<file path="src/hdl/nsr_pkg.sv">
// Package for the NMEA sentence receiver: character codes, state type and checksum compare.
`default_nettype none
package nsr_pkg;
	localparam int NSR_LINE_DEPTH = 64;
	localparam int BYTE_W         = 8;
	localparam int LEN_W          = 6;
	localparam int M_TDATA_W      = 16;
	localparam int MIN_HELD       = 6;

	localparam logic [BYTE_W-1:0] CH_START = 8'h24;
	localparam logic [BYTE_W-1:0] CH_STAR  = 8'h2A;
	localparam logic [BYTE_W-1:0] CH_CR    = 8'h0D;
	localparam logic [BYTE_W-1:0] CH_LF    = 8'h0A;
	localparam logic [BYTE_W-1:0] CH_ZERO  = 8'h30;
	localparam logic [BYTE_W-1:0] CH_UPA   = 8'h41;
	localparam logic [BYTE_W-1:0] CH_LOWA  = 8'h61;

	typedef enum logic [4:0] {
		S_IDLE = 5'b00001,
		S_SCAN = 5'b00010,
		S_EMRD = 5'b00100,
		S_EMLD = 5'b01000,
		S_EMWT = 5'b10000
	} state_t;

	function automatic logic [BYTE_W-1:0] hex_char(input logic [3:0] nib,
			input logic [BYTE_W-1:0] letter_base);
		logic [BYTE_W-1:0] r;
		if (nib < 4'd10) begin
			r = CH_ZERO + {4'd0, nib};
		end else begin
			r = letter_base + {4'd0, nib} - 8'd10;
		end
		return r;
	endfunction

	function automatic logic sum_matches(input logic [BYTE_W-1:0] sum,
			input logic [BYTE_W-1:0] hi, input logic [BYTE_W-1:0] lo);
		logic up;
		logic dn;
		up = (hex_char(sum[7:4], CH_UPA) == hi) && (hex_char(sum[3:0], CH_UPA) == lo);
		dn = (hex_char(sum[7:4], CH_LOWA) == hi) && (hex_char(sum[3:0], CH_LOWA) == lo);
		return up || dn;
	endfunction
endpackage
`default_nettype wire

</file>
<file path="src/hdl/nsr_ram.sv">
// Generic single-write, single-read RAM with registered read data.
`default_nettype none
module nsr_ram #(
	parameter int WIDTH = 8,
	parameter int DEPTH = 64
) (
	input  wire logic                     clk,
	input  wire logic                     we,
	input  wire logic [$clog2(DEPTH)-1:0] waddr,
	input  wire logic [WIDTH-1:0]         wdata,
	input  wire logic [$clog2(DEPTH)-1:0] raddr,
	output logic      [WIDTH-1:0]         rdata
);
	logic [WIDTH-1:0] mem_q [DEPTH];

	always_ff @(posedge clk) begin
		if (we) begin
			mem_q[waddr] <= wdata;
		end
		rdata <= mem_q[raddr];
	end
endmodule
`default_nettype wire

</file>
<file path="src/hdl/nmea_sentence_receiver.sv">
// NMEA 0183 sentence receiver: buffers serial bytes, verifies checksum, streams payload.
// Usage:
//   Slave channel (s_*) takes one received character per beat. Each character is
//   written to a line memory; a line feed closes the line. s_tready is high only
//   while the block waits for a character, so it drops during verify and emit.
//   After a line feed the block reads the line back from the memory one entry
//   per cycle, from the '$' up to the CR in front of the line feed, and checks
//   the '$', '*', CR framing and the XOR checksum against the two hex digits.
//   A verified line streams its payload on the master channel (m_*), one beat
//   per character, tlast on the final one, with the payload length beside it.
//   Each payload beat passes through the single memory read port in turn as
//   address, data and output register and waits while m_tready is low; the
//   output register holds its beat while the receiver stalls.
//   The next character is taken only once the line is emitted or rejected.
//   Reset clears the write position and all control state but m_tlast; the line
//   memory is not cleared and needs no clearing pass.
`default_nettype none
module nmea_sentence_receiver #(
	parameter int LINE_DEPTH = nsr_pkg::NSR_LINE_DEPTH
) (
	input  wire logic                             clk,
	input  wire logic                             arst_n,
	input  wire logic                             s_tvalid,
	output logic                                  s_tready,
	input  wire logic [nsr_pkg::BYTE_W-1:0]       s_tdata,  // [7:0] rx_byte
	output logic                                  m_tvalid,
	input  wire logic                             m_tready,
	output logic      [nsr_pkg::M_TDATA_W-1:0]    m_tdata,  // [7:0] payload_byte, [13:8] payload_length
	output logic                                  m_tlast
);
	import nsr_pkg::*;

	localparam int AW = $clog2(LINE_DEPTH);
	localparam int PW = $clog2(LINE_DEPTH + 1);

	state_t            state_q;
	logic [PW-1:0]     wp_q;
	logic [PW-1:0]     pos_q;
	logic [PW-1:0]     rd_q;
	logic [PW-1:0]     idx_s1;
	logic              vld_s1;
	logic              ok_q;
	logic [BYTE_W-1:0] sum_q;
	logic [BYTE_W-1:0] hi_q;
	logic [BYTE_W-1:0] lo_q;
	logic [BYTE_W-1:0] data_q;
	logic [LEN_W-1:0]  len_q;
	logic              last_q;
	logic              valid_q;

	logic [PW-1:0]     wp_eff;
	logic [PW-1:0]     pos_next;
	logic [PW-1:0]     pos_cnt;
	logic              in_beat;
	logic              ram_we;
	logic [AW-1:0]     ram_waddr;
	logic [AW-1:0]     ram_raddr;
	logic [BYTE_W-1:0] ram_rdata;

	assign wp_eff    = (wp_q >= PW'(LINE_DEPTH)) ? '0 : wp_q;
	assign pos_next  = wp_eff + PW'(1);
	assign pos_cnt   = pos_q - PW'(MIN_HELD);
	assign s_tready  = (state_q == S_IDLE);
	assign in_beat   = s_tvalid && s_tready;
	assign ram_we    = in_beat;
	assign ram_waddr = wp_eff[AW-1:0];
	assign ram_raddr = rd_q[AW-1:0];

	nsr_ram #(
		.WIDTH(BYTE_W),
		.DEPTH(LINE_DEPTH)
	) u_line (
		.clk  (clk),
		.we   (ram_we),
		.waddr(ram_waddr),
		.wdata(s_tdata),
		.raddr(ram_raddr),
		.rdata(ram_rdata)
	);

	always_ff @(posedge clk or negedge arst_n) begin
		if (!arst_n) begin
			state_q <= S_IDLE;
			wp_q    <= '0;
			pos_q   <= '0;
			rd_q    <= '0;
			idx_s1  <= '0;
			vld_s1  <= 1'b0;
			ok_q    <= 1'b0;
			sum_q   <= '0;
			valid_q <= 1'b0;
		end else begin
			case (state_q)
				S_IDLE: begin
					if (in_beat) begin
						if (s_tdata == CH_LF) begin
							wp_q <= '0;
							if (pos_next > PW'(MIN_HELD)) begin
								pos_q   <= pos_next;
								rd_q    <= '0;
								vld_s1  <= 1'b0;
								ok_q    <= 1'b1;
								sum_q   <= '0;
								state_q <= S_SCAN;
							end
						end else begin
							wp_q <= pos_next;
						end
					end
				end
				S_SCAN: begin
					vld_s1 <= (rd_q <= pos_q - PW'(2));
					idx_s1 <= rd_q;
					if (vld_s1) begin
						if (idx_s1 == '0) begin
							ok_q <= ok_q && (ram_rdata == CH_START);
						end
						if (idx_s1 != '0 && idx_s1 <= pos_cnt) begin
							sum_q <= sum_q ^ ram_rdata;
						end
						if (idx_s1 == pos_q - PW'(5)) begin
							ok_q <= ok_q && (ram_rdata == CH_STAR);
						end
						if (idx_s1 == pos_q - PW'(2)) begin
							if (ok_q && ram_rdata == CH_CR && sum_matches(sum_q, hi_q, lo_q)) begin
								rd_q    <= PW'(1);
								state_q <= S_EMRD;
							end else begin
								state_q <= S_IDLE;
							end
						end else begin
							rd_q <= rd_q + PW'(1);
						end
					end else begin
						rd_q <= rd_q + PW'(1);
					end
				end
				S_EMRD: begin
					state_q <= S_EMLD;
				end
				S_EMLD: begin
					valid_q <= 1'b1;
					state_q <= S_EMWT;
				end
				S_EMWT: begin
					if (m_tready) begin
						valid_q <= 1'b0;
						if (last_q) begin
							state_q <= S_IDLE;
						end else begin
							rd_q    <= rd_q + PW'(1);
							state_q <= S_EMRD;
						end
					end
				end
				default: begin
					state_q <= S_IDLE;
				end
			endcase
		end
	end

	always_ff @(posedge clk) begin
		if (state_q == S_SCAN && vld_s1) begin
			if (idx_s1 == pos_q - PW'(4)) begin
				hi_q <= ram_rdata;
			end
			if (idx_s1 == pos_q - PW'(3)) begin
				lo_q <= ram_rdata;
			end
		end
		if (state_q == S_EMLD) begin
			data_q <= ram_rdata;
			last_q <= (rd_q == pos_cnt);
			len_q  <= pos_cnt[LEN_W-1:0];
		end
	end

	assign m_tvalid = valid_q;
	assign m_tlast  = last_q;
	assign m_tdata  = {{(M_TDATA_W - LEN_W - BYTE_W){1'b0}}, len_q, data_q};
endmodule
`default_nettype wire

</file>
<file path="config.mk">
export PLATFORM = sky130hd
export DESIGN_NAME = nmea_sentence_receiver
export DESIGN_NICKNAME = d
export VERILOG_FILES = /design/src/hdl/nsr_pkg.sv /design/src/hdl/nsr_ram.sv /design/src/hdl/nmea_sentence_receiver.sv
export SDC_FILE = /design/constraint.sdc
export NUM_CORES = 1
export LEC_CHECK = 0
export BUFFER_PORTS_ARGS = -buffer_cell sky130_fd_sc_hd__buf_4
export CELL_PAD_IN_SITES_DETAIL_PLACEMENT = 2
export CELL_PAD_IN_SITES_GLOBAL_PLACEMENT = 2
export CORE_MARGIN = 1.5
export CORE_UTILIZATION = 28
export CTS_BUF_LIST = sky130_fd_sc_hd__clkbuf_8
export CTS_CLUSTER_DIAMETER = 100
export CTS_CLUSTER_SIZE = 28
export DETAILED_ROUTE_END_ITERATION = 16
export PLACE_DENSITY_LB_ADDON = 0.3
export SYNTH_ARGS = -nofsm -noshare
export SYNTH_HDL_FRONTEND = slang
export SYNTH_SLANG_ARGS = --single-unit
</file>
<file path="constraint.sdc">
create_clock -name clk -period 8.65 [get_ports clk]
set_clock_uncertainty 0.15 [all_clocks]
set_input_delay 0 -clock clk [delete_from_list [all_inputs] [get_ports clk]]
set_output_delay 0 -clock clk [all_outputs]
set_load 0.05 [all_outputs]
</file>
==> reports/metrics.yaml <==
status:
  status: "complete, no violations"
setup_path:
  path_buf_inv: 1
  critPathLaunchType: "flip-flop"
  crit_path_top_delay_cell: "o21ai_0"
  critPathTopFamily: "compound AO/OA/AOI/OAI gates"
  end_kind: "flip-flop"
  worstPathMaxFanout: 13
  path_cells: "clkinv_1 -> ha_1 -> a21oi_1 -> xnor2_1 -> ha_1 -> o21a_1 -> o21ai_0 -> a21oi_1 -> o21ai_0 -> a31oi_1 -> o21a_1"
  cpPeakStageDelay_ns: 0.83
  critPathKind: "reg2reg"
  arrival_ns: 4.60
  required_ns: 9.08
route:
  first_pass_iters: 5
  wl_per_cell_um: 26.4
  ant_nets: 0
  wirelength_mm: 67.7
  num_vias: 12800
  route.detailed.drc: 0
  vias_per_cell: 4.98
  drt_iter0_drc: 901
global_routing:
  antenna_found_initial: 5
  grt_pass1_vias: 14100
  grt_usage: 0.150
  grt_pass1_wl_mm: 100
  grt_overflow: 0
  grt_start_max_net_pins: 114
yosys:
  synth-async-reset-ratio: 0.0739
  synthSimpleGateAreaFrac: 0.0582
  synth_flop_cell: "edfxtp_1"
  syn_area_um2: 24900
  synth_top_family_by_area: "multiplexers"
  syn_area_per_cell_um2: 18.4
  synth-seq-cells: 595
  ys_warn_count: 0
  synthXorXnorAreaFrac: 0.0148
  synth_adder_area_share: 0.0136
  synth_cells: 1352
  synthMuxAreaShare: 0.155
  yosysSeqAreaShare: 0.706
  synth_compound_area_frac: 0.0347
  synth_cell_type_count: 73
  synth-edff-count: 543
power_and_ir_drop:
  p_sw_mw: 1.58
  p_leak_nw: 8.28
  p_comb_frac: 0.155
  p_seq_frac: 0.603
  p_clk_frac: 0.242
  internal_power_mw: 3.98
  peakVddDrop_mv: 0.113
  swShare: 0.284
  p_per_area_nw_per_um2: 204
timing:
  setup_tns_ns: 0
  fin_crit_ns: 4.17
  worst_slew_pin_slew_ns: 1.20
  slew_violations: 0
  setup_viol: 0
  period_share: 0.482
  slew_headroom: 0.194
  rsz0062_at_grt: "false"
  hold_viol: 0
  fmax_mhz: 240
floorplanning:
  start_util: 0.282
  fp.dieW_um: 301
  fp-row-count: 109
  die_height_um: 301
  ioPinCount: 31
  die-area_um2: 90700
  coreArea_um2: 88200
layout:
  syn_to_final_growth_pct: 9.37
  drive_gt1_frac: 0.195
  final_util: 0.308
  layout.nets: 1418
cts:
  cts_resized: 0
  cts-root-buf: "clkbuf_8"
  cts_tree: "yes"
  htree_levels: 1
  numCtsBuffers: 29
  cts_num_sinks: 595
  clock_latency_ns: 0.74
  cts_setup_buffers: 0
  cts_buffer_depth: 3
  clk_pin_slew_worst_paths_ns: 0.16
  cts_hold_buf: 17
job:
  drv_cap: 0
place:
  gp_congestion: 0.748
  dp_hpwl_mm: 44.0
  port_buffers: 28
min_path:
  hold_class: "in2reg"
## cell type report
type / instances / area [um2]
fill: 8863 / 61000
clock inverter: 15 / 194
clock buffer: 30 / 413
antenna: 2 / 5.00
sequential: 595 / 17600
timing repair buffer: 63 / 558
tap: 1165 / 1460
inverter: 27 / 101
multi-input combinational: 663 / 6910
## Yosys cell counts, types with 4 or more instances
cell | n | share of area
ha_1 | 27 | 0.014
nand3_1 | 24 | 0.0048
clkbuf_1 | 44 | 0.0066
xnor2_1 | 27 | 0.0095
buf_1 | 6 | 0.00091
a31oi_1 | 10 | 0.0025
nand2b_1 | 11 | 0.0028
and3_1 | 7 | 0.0018
inv_1 | 25 | 0.0038
o21a_1 | 10 | 0.0030
o31ai_1 | 8 | 0.0024
nor2b_1 | 16 | 0.0040
xor2_1 | 15 | 0.0053
o21ai_1 | 11 | 0.0022
buf_6 | 5 | 0.0023
mux4_2 | 165 | 0.15
dfrtp_1 | 43 | 0.043
nor4_1 | 9 | 0.0023
nand2_1 | 61 | 0.0092
or3_1 | 4 | 0.0010
nor2_1 | 90 | 0.014
a21oi_1 | 27 | 0.0054
dfxtp_1 | 8 | 0.0064
edfxtp_1 | 543 | 0.66
nand4_1 | 8 | 0.0020
and4_1 | 6 | 0.0021
mux2i_1 | 5 | 0.0020
nor3_1 | 17 | 0.0034
nor4bb_1 | 4 | 0.0016
buf_2 | 8 | 0.0016
o21ai_0 | 30 | 0.0060
nand3b_1 | 4 | 0.0012
nor4b_1 | 4 | 0.0014
or4_1 | 6 | 0.0018
## cell families after synthesis
family / Yosys count
xor gates and xnor gates: 42
muxes: 174
adders and majority gates: 27
other: 1
AOI/OAI and AO/OA: 132
DFF: 595
and+or+nand+nor: 286
buffers and inverters: 95
## placed cells by master, fill, tap and decap left out, types with 5 or more instances in the layout
cell / count
nor3_1: 17
nor2_1: 90
inv_1: 28
mux4_2: 165
mux2i_1: 5
nand2_1: 61
xnor2_1: 27
clkbuf_8: 30
a21oi_1: 27
o21a_1: 10
nor4_1: 8
buf_4: 44
inv_16: 5
o21ai_0: 30
ha_1: 27
dfrtp_1: 39
nand2b_1: 11
o21ai_1: 11
and4_1: 6
a31oi_1: 10
dlygate4sd3_1: 16
xor2_1: 15
or4_1: 6
and3_1: 7
nor2b_1: 16
o31ai_1: 8
nand4_1: 8
dfxtp_1: 8
edfxtp_1: 543
nand3_1: 24
## flip-flops by register name, summed over array words and instances, names as in the netlist, 8 cells and up
| signal | count |
|---|---|
| lo_q | 8 |
| data_q | 8 |
| sum_q | 8 |
| hi_q | 8 |
| u_line.rdata | 8 |
| u_line.mem_q | 512 |
## per-stage QoR
stage / std cells / area, um2 / hold WS (ns) / worst slack, ns / power [mW]
floorplan: 1353 / 24900 / -0.446 / 5.24 / 3.96
global placement: 2495 / 26400 / -0.0739 / 4.71 / 4.26
detailed placement: 2496 / 26400 / -0.0656 / 4.47 / 4.29
CTS: 2558 / 27200 / 0.0403 / 4.46 / 5.63
global route: 2560 / 27200 / 0.0459 / 4.12 / 5.78
finish: 2560 / 27200 / 0.0758 / 4.48 / 5.56
## final timing paths
path	startpoint	endpoint	slack, ns	depth (start not counted)
hold / removal	s_tdata[3]	u_line.mem_q[56][3]$_DFFE_PP_	0.08	2
setup / recovery	pos_q[3]$_DFFE_PN0P_	sum_q[7]$_DFFE_PN0P_	4.48	11
setup reg to reg	pos_q[3]$_DFFE_PN0P_	sum_q[7]$_DFFE_PN0P_	4.48	11
min in group asynchronous	arst_n	state_q[0]$_DFFE_PN1P_	0.23	3
hold reg to reg	ok_q$_DFFE_PN0P_	ok_q$_DFFE_PN0P_	0.35	1
max in group asynchronous	arst_n	rd_q[2]$_DFFE_PN0P_	7.85	4
## layer usage
metal,wire length (um),vias up,GRT usage
met5,0,-,0
met4,1560,0,0.0328
met3,2260,57,0.0174
met2,33700,209,0.257
met1,30200,7016,0.205
li1,-,5468,-
## power by group through the flow
stage	logic [mW]	clock network (mW)	registers, mW
CTS	0.883	1.40	3.36
detailed placement	0.872	0	3.42
global placement	0.851	0	3.41
floorplan	0.625	0	3.34
global route	0.935	1.47	3.37
finish	0.860	1.34	3.35
Note: power is estimated with default switching activity, not from simulation.
